--- src/hdl/pgfs_pkg.sv ---
// Shared widths and limits for the process grid factor selector.
`timescale 1ns / 1ps

package pgfs_pkg;

    // Field widths of a request and of a result.
    localparam int RANK_W = 13;
    localparam int DIM_W  = 2;
    localparam int SIZE_W = 21;

    // Candidate counter: holds one past the largest rank count.
    localparam int CAND_W = RANK_W + 1;

    // Score terms: sum = a + b, num = 4*min + d*sum, den = 2*sum.
    localparam int SUM_W  = RANK_W + 1;
    localparam int NUM_W  = SUM_W + 2;
    localparam int DEN_W  = SUM_W + 1;
    localparam int PROD_W = NUM_W + DEN_W;

    // Largest candidate factor that is scored.
    localparam int MAX_RANKS = 4096;
    localparam int LIMIT_W   = 17;
    localparam logic [LIMIT_W-1:0] MAX_RANKS_LIM = LIMIT_W'(MAX_RANKS);

    // Dimension codes: DIM_PLANE selects the trivial split, DIM_SOLID uses both sizes.
    localparam logic [DIM_W-1:0] DIM_PLANE = 2'd2;
    localparam logic [DIM_W-1:0] DIM_SOLID = 2'd3;

    // One quotient bit per step over the widest dividend.
    localparam int DIV_STEPS = SIZE_W;
    localparam int DCNT_W    = $clog2(DIV_STEPS);

endpackage

--- src/hdl/process_grid_factor_select_core.sv ---
// Process grid factor selector: splits a rank count into two grid factors.
`timescale 1ns / 1ps

// Channel   Signals                                         Handshake
// -------   ---------------------------------------------   ---------------------------
// request   rank_count, dim_count, size_y, size_z           taken when start && !busy
// result    first_factor, second_factor                     valid for one cycle on done
//
// A two-dimensional request is answered in the cycle after it is taken and leaves busy low.
// Any other request walks the candidates a = 1 .. min(n, 4096) on one shared restoring
// divider, one quotient bit a cycle over 21 bits, to test n mod a for each candidate,
// and a divisor then goes on to two grid tests, a score, two multiplies and a compare.
// Reset is asynchronous and returns to idle; the receiver cannot stall, so done is a
// one-cycle strobe and results hold until the next.
module process_grid_factor_select_core
    import pgfs_pkg::*;
(
    input  logic              clk,
    input  logic              rst_n,
    input  logic              start,
    output logic              busy,
    input  logic [RANK_W-1:0] rank_count,
    input  logic [DIM_W-1:0]  dim_count,
    input  logic [SIZE_W-1:0] size_y,
    input  logic [SIZE_W-1:0] size_z,
    output logic              done,
    output logic [RANK_W-1:0] first_factor,
    output logic [RANK_W-1:0] second_factor
);

    typedef enum logic [2:0] {
        ST_IDLE,
        ST_CHECK,
        ST_DIV,
        ST_SCORE,
        ST_MUL1,
        ST_MUL2,
        ST_CMP
    } state_t;

    // Which of the three divisions the shared divider is working on.
    typedef enum logic [1:0] {
        PH_RANK,
        PH_ZDIM,
        PH_YDIM
    } phase_t;

    state_t              state_reg;
    phase_t              phase_reg;

    logic [RANK_W-1:0]   n_reg;
    logic [SIZE_W-1:0]   ny_reg;
    logic [SIZE_W-1:0]   nz_reg;
    logic [CAND_W-1:0]   a_reg;
    logic [RANK_W-1:0]   b_reg;
    logic                hit_z_reg;
    logic                hit_y_reg;

    // Restoring divider: dividend and quotient share one shift register.
    logic [SIZE_W-1:0]   dvd_reg;
    logic [RANK_W-1:0]   rem_reg;
    logic [RANK_W-1:0]   dvs_reg;
    logic [DCNT_W-1:0]   cnt_reg;

    logic [NUM_W-1:0]    num_reg;
    logic [DEN_W-1:0]    den_reg;
    logic [NUM_W-1:0]    best_num_reg;
    logic [DEN_W-1:0]    best_den_reg;
    logic [RANK_W-1:0]   best_a_reg;
    logic [RANK_W-1:0]   best_b_reg;
    logic [PROD_W-1:0]   prod_new_reg;
    logic [PROD_W-1:0]   prod_best_reg;

    logic                done_reg;
    logic [RANK_W-1:0]   first_factor_reg;
    logic [RANK_W-1:0]   second_factor_reg;

    // Divider step.
    logic [RANK_W:0]     rem_shift;
    logic [RANK_W+1:0]   rem_diff;
    logic                q_bit;
    logic [RANK_W-1:0]   rem_step;
    logic [SIZE_W-1:0]   dvd_step;
    logic                div_last;

    // Score terms of the current candidate.
    logic [RANK_W-1:0]   cand_a;
    logic [RANK_W-1:0]   min_ab;
    logic [SUM_W-1:0]    sum_ab;
    logic [DEN_W-1:0]    hit_term;

    // Shared multiplier.
    logic [NUM_W-1:0]    mul_x;
    logic [DEN_W-1:0]    mul_y;
    logic [PROD_W-1:0]   mul_out;

    logic                scan_end;

    always_comb
    begin
        rem_shift = {rem_reg, dvd_reg[SIZE_W-1]};
        rem_diff  = {1'b0, rem_shift} - {2'b00, dvs_reg};
        q_bit     = ~rem_diff[RANK_W+1];
        rem_step  = q_bit ? rem_diff[RANK_W-1:0] : rem_shift[RANK_W-1:0];
        dvd_step  = {dvd_reg[SIZE_W-2:0], q_bit};
        div_last  = (cnt_reg == DCNT_W'(DIV_STEPS - 1));
    end

    always_comb
    begin
        cand_a = a_reg[RANK_W-1:0];
        min_ab = (cand_a < b_reg) ? cand_a : b_reg;
        sum_ab = {1'b0, cand_a} + {1'b0, b_reg};
        // Each divisibility hit adds half a point, i.e. sum over a denominator of 2*sum.
        case ({hit_z_reg, hit_y_reg})
            2'b11:   hit_term = {sum_ab, 1'b0};
            2'b10:   hit_term = {1'b0, sum_ab};
            2'b01:   hit_term = {1'b0, sum_ab};
            default: hit_term = '0;
        endcase
    end

    // Scores are compared by cross multiplication: num * best_den against best_num * den.
    always_comb
    begin
        if (state_reg == ST_MUL1)
        begin
            mul_x = num_reg;
            mul_y = best_den_reg;
        end
        else
        begin
            mul_x = best_num_reg;
            mul_y = den_reg;
        end
        mul_out = {{DEN_W{1'b0}}, mul_x} * {{NUM_W{1'b0}}, mul_y};
    end

    // The scan stops past the rank count or past the largest scored factor.
    assign scan_end = (a_reg > {1'b0, n_reg}) ||
                      ({{(LIMIT_W-CAND_W){1'b0}}, a_reg} > MAX_RANKS_LIM);

    always_ff @(posedge clk or negedge rst_n)
    begin
        if (!rst_n)
        begin
            state_reg         <= ST_IDLE;
            phase_reg         <= PH_RANK;
            done_reg          <= 1'b0;
            first_factor_reg  <= '0;
            second_factor_reg <= '0;
            cnt_reg           <= '0;
            a_reg             <= '0;
        end
        else
        begin
            case (state_reg)
                ST_IDLE:
                begin
                    done_reg <= start && (dim_count == DIM_PLANE);
                    if (start)
                    begin
                        n_reg        <= rank_count;
                        a_reg        <= CAND_W'(1);
                        best_a_reg   <= RANK_W'(1);
                        best_b_reg   <= rank_count;
                        best_num_reg <= '0;
                        best_den_reg <= DEN_W'(1);
                        // A plane grid needs no search at all.
                        if (dim_count == DIM_PLANE)
                        begin
                            first_factor_reg  <= RANK_W'(1);
                            second_factor_reg <= rank_count;
                        end
                        else
                        begin
                            // Below three dimensions the unused axes count as size one.
                            ny_reg    <= (dim_count == DIM_SOLID) ? size_y : SIZE_W'(1);
                            nz_reg    <= (dim_count == DIM_SOLID) ? size_z : SIZE_W'(1);
                            state_reg <= ST_CHECK;
                        end
                    end
                end

                ST_CHECK:
                begin
                    done_reg <= scan_end;
                    if (scan_end)
                    begin
                        first_factor_reg  <= best_a_reg;
                        second_factor_reg <= best_b_reg;
                        state_reg         <= ST_IDLE;
                    end
                    else
                    begin
                        dvd_reg   <= {{(SIZE_W-RANK_W){1'b0}}, n_reg};
                        dvs_reg   <= a_reg[RANK_W-1:0];
                        rem_reg   <= '0;
                        cnt_reg   <= '0;
                        phase_reg <= PH_RANK;
                        state_reg <= ST_DIV;
                    end
                end

                ST_DIV:
                begin
                    done_reg <= 1'b0;
                    if (div_last)
                    begin
                        cnt_reg <= '0;
                        rem_reg <= '0;
                        case (phase_reg)
                            PH_RANK:
                            begin
                                if (rem_step != '0)
                                begin
                                    a_reg     <= a_reg + CAND_W'(1);
                                    state_reg <= ST_CHECK;
                                end
                                else
                                begin
                                    b_reg     <= dvd_step[RANK_W-1:0];
                                    dvd_reg   <= nz_reg;
                                    dvs_reg   <= a_reg[RANK_W-1:0];
                                    phase_reg <= PH_ZDIM;
                                end
                            end
                            PH_ZDIM:
                            begin
                                hit_z_reg <= (rem_step == '0);
                                dvd_reg   <= ny_reg;
                                dvs_reg   <= b_reg;
                                phase_reg <= PH_YDIM;
                            end
                            PH_YDIM:
                            begin
                                hit_y_reg <= (rem_step == '0);
                                state_reg <= ST_SCORE;
                            end
                            default:
                            begin
                                state_reg <= ST_IDLE;
                            end
                        endcase
                    end
                    else
                    begin
                        dvd_reg <= dvd_step;
                        rem_reg <= rem_step;
                        cnt_reg <= cnt_reg + DCNT_W'(1);
                    end
                end

                ST_SCORE:
                begin
                    done_reg  <= 1'b0;
                    num_reg   <= {1'b0, min_ab, 2'b00} + {1'b0, hit_term};
                    den_reg   <= {sum_ab, 1'b0};
                    state_reg <= ST_MUL1;
                end

                ST_MUL1:
                begin
                    done_reg     <= 1'b0;
                    prod_new_reg <= mul_out;
                    state_reg    <= ST_MUL2;
                end

                ST_MUL2:
                begin
                    done_reg      <= 1'b0;
                    prod_best_reg <= mul_out;
                    state_reg     <= ST_CMP;
                end

                ST_CMP:
                begin
                    done_reg <= 1'b0;
                    // Only a strictly better score replaces the earlier pair.
                    if (prod_new_reg > prod_best_reg)
                    begin
                        best_num_reg <= num_reg;
                        best_den_reg <= den_reg;
                        best_a_reg   <= cand_a;
                        best_b_reg   <= b_reg;
                    end
                    a_reg     <= a_reg + CAND_W'(1);
                    state_reg <= ST_CHECK;
                end

                default:
                begin
                    done_reg  <= 1'b0;
                    state_reg <= ST_IDLE;
                end
            endcase
        end
    end

    assign busy          = (state_reg != ST_IDLE);
    assign done          = done_reg;
    assign first_factor  = first_factor_reg;
    assign second_factor = second_factor_reg;

`ifndef ASSERT_OFF
    // A taken request is either answered at once or keeps the block busy.
    assert property (@(posedge clk) disable iff (!rst_n)
        (start && !busy) |=> (busy || done))
        else $error("request taken but neither busy nor done");

    // The divider remainder always stays below the divisor.
    assert property (@(posedge clk) disable iff (!rst_n)
        (state_reg == ST_DIV) |-> (rem_reg < dvs_reg))
        else $error("divider remainder not below divisor");

    // The chosen pair multiplies back to the rank count of the request.
    assert property (@(posedge clk) disable iff (!rst_n)
        (done && busy == 1'b0 && $past(state_reg) == ST_CHECK) |->
        (({{RANK_W{1'b0}}, first_factor} * {{RANK_W{1'b0}}, second_factor}) ==
         {{RANK_W{1'b0}}, n_reg}))
        else $error("factor pair does not multiply to the rank count");

    // The candidate counter never runs more than one past the rank count.
    assert property (@(posedge clk) disable iff (!rst_n)
        busy |-> (a_reg <= ({1'b0, n_reg} + CAND_W'(1))))
        else $error("candidate counter ran past the rank count");
`endif

endmodule
--- config.mk ---
export PLATFORM = sky130hd
export DESIGN_NAME = process_grid_factor_select_core
export DESIGN_NICKNAME = d
export VERILOG_FILES = /design/src/hdl/pgfs_pkg.sv /design/src/hdl/process_grid_factor_select_core.sv
export SDC_FILE = /design/constraint.sdc
export NUM_CORES = 1
export LEC_CHECK = 0
export ABC_CLOCK_PERIOD_IN_PS = 8750
export BUFFER_PORTS_ARGS = -buffer_cell sky130_fd_sc_hd__buf_2
export CAP_MARGIN = 20
export CORE_MARGIN = 5
export CORE_UTILIZATION = 40
export DETAILED_ROUTE_END_ITERATION = 8
export GPL_ROUTABILITY_DRIVEN = 0
export SKIP_LAST_GASP = 1
export SYNTH_ARGS = -nofsm -noshare
export SYNTH_HDL_FRONTEND = slang
export SYNTH_SLANG_ARGS = --single-unit
--- constraint.sdc ---
create_clock -name clk -period 8.75 [get_ports clk]
set_input_delay 0.4375 -clock clk [delete_from_list [all_inputs] [get_ports clk]]
set_output_delay 0.4375 -clock clk [all_outputs]
set_load 0.005 [all_outputs]
; After elaboration in Yosys (flattened, before gate mapping)
; Cells that the tools add are included.
[classes]
magnitude_cmp = 4
eq_ne = 29
bitwise_logic = 3
multipliers = 1
n_shift = 0
add_sub_neg = 5
n_mux = 59
reduce_logical = 29
div_mod_pow = 0
[op_table]
columns = operator, n
row1 = $mux 13, 17
row2 = $pmux 13 s2, 7
row3 = $pmux 21 s2, 2
row4 = $mux 21, 3
row5 = $pmux 15 s2, 2
row6 = $mux 14, 4
row7 = $mux 16, 3
row8 = $mux 15, 3
row9 = $pmux 14 s3, 1
row10 = $pmux 16 s2, 1
row11 = $gt 31x31->1, 1
row12 = $mul 16x15->31, 1
row13 = $reduce_and 5->1, 5
row14 = $pmux 3 s7, 1
row15 = $reduce_and 4->1, 5
row16 = $ne 2x2->1 const B, 9
row17 = $add 15x15->16, 1
row18 = $sub 14x13->15, 1
row19 = $add 13x13->14, 1
row20 = $add 14x1->14 const B, 1
row21 = $gt 14x13->1, 1
row22 = $gt 14x13->1 const B, 1
row23 = $logic_not 13->1, 1
row24 = $lt 13x13->1, 1
row25 = 31 further kinds, 57
[word_totals]
wordCells = 154
register_bits = 317
rom_bits = 0
input_bits = 60
mem_bits_rw = 0
out_inout_bits = 28
latchBits = 0
mem_count = 0

; Logic depth before layout (Yosys ltp)
[logic_depth]
word_depth = 7
depth_mapped = 29
ltp_nobuf = 26

; Worst setup path before layout
; No wires, ideal clock.
[synth_path]
path_kind = register to register
start = register state_reg[2]
end = register prod_best_reg[30] (data pin)
arrival_ps = 7124
synth_period_minus_slack_ps = 7389
stages_incl_launch_ff = 30
setup_slack_ps = 1361
t_required_ps = 8486
path_buffers = 3
path_cell_list = dfrtp_1 -> clkbuf_1 -> nand2b_1 -> nor2_1 -> buf_1 -> clkbuf_1 -> mux2i_1 -> nor2_1 -> fa_1 -> inv_1 -> fa_1 -> inv_1 -> fa_1 -> inv_1 -> fa_1 -> inv_1 -> fa_1 -> inv_1 -> fa_1 -> inv_1 -> ha_1 -> a41oi_1 -> o21ai_0 -> a31oi_1 -> o211ai_1 -> a21oi_1 -> nor3_1 -> or3_1 -> a21oi_1 -> xnor2_1
[synth_between]
elab_chain_len = 3
word_cells_on_any_way = 4
cone_classes = 1 x mul / 1 x eq/ne / 2 x mux
[synth_lines]
columns = item, line_no
row1 = start: declaration, process_grid_factor_select_core.sv:48  ; state_t state_reg;
row2 = start signal: assignment, process_grid_factor_select_core.sv:147  ; state_reg <= ST_IDLE;
row3 = start signal: assignment, process_grid_factor_select_core.sv:180  ; state_reg <= ST_CHECK;
row4 = start signal: assignment, process_grid_factor_select_core.sv:192  ; state_reg <= ST_IDLE;
row5 = $eq 3x3->1 *, process_grid_factor_select_core.sv:126  ; if (state_reg == ST_MUL1)
row6 = $mux 16 / $mux 15 (equally long branches), process_grid_factor_select_core.sv:126
row7 = $mul 16x15->31 *, process_grid_factor_select_core.sv:136  ; mul_out = {{DEN_W{1'b0}}, mul_x} * {{NUM_W{1'b0}}, mul_y};
row8 = net mul_out[30], process_grid_factor_select_core.sv:95  ; logic [PROD_W-1:0] mul_out;
row9 = end signal: assignment, process_grid_factor_select_core.sv:272  ; prod_best_reg <= mul_out;
row10 = end: declaration, process_grid_factor_select_core.sv:72  ; logic [PROD_W-1:0] prod_best_reg;
; The timed path passes the listed nets; every way through them passes the cells marked *.
; A chain may end at the register's enable or synchronous reset.

; Worst setup path after layout
[layout_path]
start = register state_reg[1]
end = register prod_new_reg[30] (data pin)
[layout_between]
elab_chain_len = 3
word_cells_on_any_way = 4
cone_classes = 1 x mul / 1 x eq/ne / 2 x mux
[layout_lines]
columns = item, line_no
row1 = $eq 3x3->1 *, process_grid_factor_select_core.sv:126
row2 = $mux 16 / $mux 15 (equally long branches), process_grid_factor_select_core.sv:126
row3 = $mul 16x15->31 *, process_grid_factor_select_core.sv:136
row4 = net mul_out[30], process_grid_factor_select_core.sv:95
row5 = end signal: assignment, process_grid_factor_select_core.sv:265  ; prod_new_reg <= mul_out;
row6 = end: declaration, process_grid_factor_select_core.sv:71  ; logic [PROD_W-1:0] prod_new_reg;
; Marked as above.

==> impl_metrics.toml <==
[outcome]
outcome = "finished, final reports clean"

[timing]
rsz0062_at_grt = "false"
finalClockSkew_ns = 0.02992
tns_ns = 0
final-setup-viol-count = 0
hold_viol = 0
tightest_slew_ns = 1.052
drv_slew = 0
max_freq_mhz = 123.4
post-route-period-util_pct = 92.63
final.min_clock_period_ns = 8.105
relSlewSlack_pct = 29.10

[global_route]
grt_start_max_net_pins = 58
grt_pass1_wl_microns = 97590
grt_pass1_vias = 18160
antenna_found_initial = 0
overflow = 0
grt_usage_pct = 18.13

[cts]
cts_buffers = 37
post_cts_buffers = 0
cts_max_path_buffers = 3
cts_tree = "done"
path_clk_slew_ns = 0.06
clk_latency_ns = 0.57
cts.repair.resized = 0
htreeDepth = 2
numClockSinks = 317
root_buffer = "clkbuf_16"
hold_buffers = 1

[placement]
dp_hpwl_microns = 47020
placed_cells = 3215
port_buffers = 87

[worst_hold_path]
worstHoldStart = "rank_count[2]"
worst_hold_path_type = "input pin to flop"
holdPathStages = 1
hold_path_end = "n_reg[2]"

[setup_path]
start_kind = "flop"
worstPathRequired_ns = 9.05
reg2reg_depth = 25
worst_r2r_endpoint = "prod_new_reg[30]"
path_class = "flop to flop"
rr_startpoint = "state_reg[1]"
r2r_setup_slack_ns = 0.64
arrival_ns = 8.41
cp_max_fo = 25
end_kind = "flop"

[final_layout]
nets = 2916
syn_to_final_growth_pct = 10.75
final_cells = 3287
antennaDiodeCount = 0
layout-drive-gt1-share_pct = 10.42

[die]
core.rowCount = 90
dieWidth_microns = 257.6
initial_core_util_pct = 40.46
chipHeight_microns = 257.6
dieArea_sq_um = 66340
coreArea_sq_um = 60580
io_pins = 88

[logic_synthesis]
syn_area_sq_um = 24510
synth-main-ff-cell = "edfxtp_1"
netlist_instances = 2400
ys_seq_area_share_pct = 37.79
synth_top_area_share_pct = 32.58
yosysTopAreaCell = "edfxtp_1"
synth_edf_count = 266
synthArstFlopShare_pct = 16.09
syn_area_per_cell_sq_um = 10.21
synthTopCellsByArea = "edfxtp_1, fa_1, ha_1, dfrtp_1, inv_1"
yosys_warnings = 0
syn_nets = 2840
synth_cell_types = 68
ys_top_cells_by_count = "inv_1, nand2_1, edfxtp_1"
yosysMostFrequentCell = "inv_1"
ys_ff_latch = 317

[route]
dr.pass1.iters = 6
vias = 17760
drt_wl_total_microns = 60670
drc = 0
postRouteAntennaNets = 0
wl_per_cell_microns = 18.46
drtIter0Drc = 1280
vias_per_cell = 5.404

[run]
cap_viol_max_count = 0
==> cells by family after synthesis <==
group / count (synthesis) / share of synthesized area (%)
compound gates: 362 / 9.621
xor+xnor: 56 / 2.001
fa+ha+maj: 380 / 25.00
buf+inv: 420 / 6.518
flops: 317 / 37.79
mux: 109 / 4.742
simple gates: 756 / 14.33
==> cell type report <==
type	count	area (sq um)
sequential	317	9264
fill	5720	33430
timing repair buffer	130	780.7
clock inverter	21	203.9
tap	782	978.4
inverter	327	1227
clock buffer	47	983.4
multi-input combinational	1663	13710
==> critical path, cell delays in order (launching register included) <==
cell      delay, ns
dfrtp_1        0.47
nand2b_1       0.26
nor2_4         0.56
buf_4          0.45
mux2i_1        0.53
nor2_1         0.14
fa_1           0.53
inv_1          0.05
fa_1           0.53
inv_1          0.05
fa_1           0.48
fa_1           0.52
fa_1           0.49
inv_1          0.05
fa_1           0.47
inv_1          0.04
ha_1           0.35
a41oi_1        0.23
o21ai_0        0.11
a31oi_1        0.29
o211ai_1       0.23
a21oi_1        0.29
nor3_1         0.11
or3_1          0.35
a21oi_1        0.18
xnor2_1        0.09
==> cell usage in the layout, fill, tap and decap left out, types with 9 or more instances in the layout <==
master     Yosys  layout
a22oi_1       12      12
nand2b_1      15      15
o21ai_0      114     114
buf_4          1      40
nor3_1        21      20
mux2_2        57      57
fa_1         183     183
a311o_1       12      12
edfxtp_1     266     266
nand2_1      290     290
a21oi_1       62      61
a211oi_1      18      18
nor2b_1       19      16
ha_1         197     197
nor2_1       194     190
a31oi_1       12      11
xnor2_1       38      38
clkbuf_16      0      37
o211ai_1      31      31
and3_1       101     101
buf_2          2      87
dfrtp_1       51      51
o41ai_1        9       9
and2_1        13      13
o21a_1        12      12
nand4_1       16      16
nor4b_1       11      11
xor2_1        18      18
mux2i_1       52      52
nand3_1       39      39
inv_1        327     327
a21o_1        24      24
==> routing by layer <==
| layer | routed length, microns | GRT usage [%] |
|---|---|---|
| met1 | 26740 | 24.43 |
| met2 | 28670 | 30.47 |
| met3 | 3321 | 2.462 |
| met4 | 1945 | 6.007 |
| met5 | 0 | 0 |
==> metrics by stage <==
step | worst slack [ns] | hold WS (ns) | utilization [%] | cell area, sq um
floorplan | 1.361 | 0.1419 | - | 24510
global placement | 0.7689 | 0.4142 | 42.77 | 25910
detailed placement | 0.6212 | 0.4256 | 42.77 | 25910
CTS | 0.6392 | 0.02005 | 44.74 | 27110
global route | 0.1548 | 0.04945 | 44.81 | 27150
finish | 0.6449 | 0.06787 | 44.81 | 27150
==> worst max path at each step <==
stage               slack (ns)         start  cells after the start                end
floorplan                 1.36  state_reg[2]                     29  prod_best_reg[30]
global placement          0.77  state_reg[1]                     25  prod_best_reg[30]
detailed placement        0.62  state_reg[1]                     25   prod_new_reg[30]
CTS                       0.64  state_reg[1]                     25  prod_best_reg[30]
global route              0.15  state_reg[1]                     25   prod_new_reg[30]
finish                    0.64  state_reg[1]                     25   prod_new_reg[30]
Power is not shown: default switching activity piles up to over one toggle a cycle in this logic, so the estimate is an artifact.
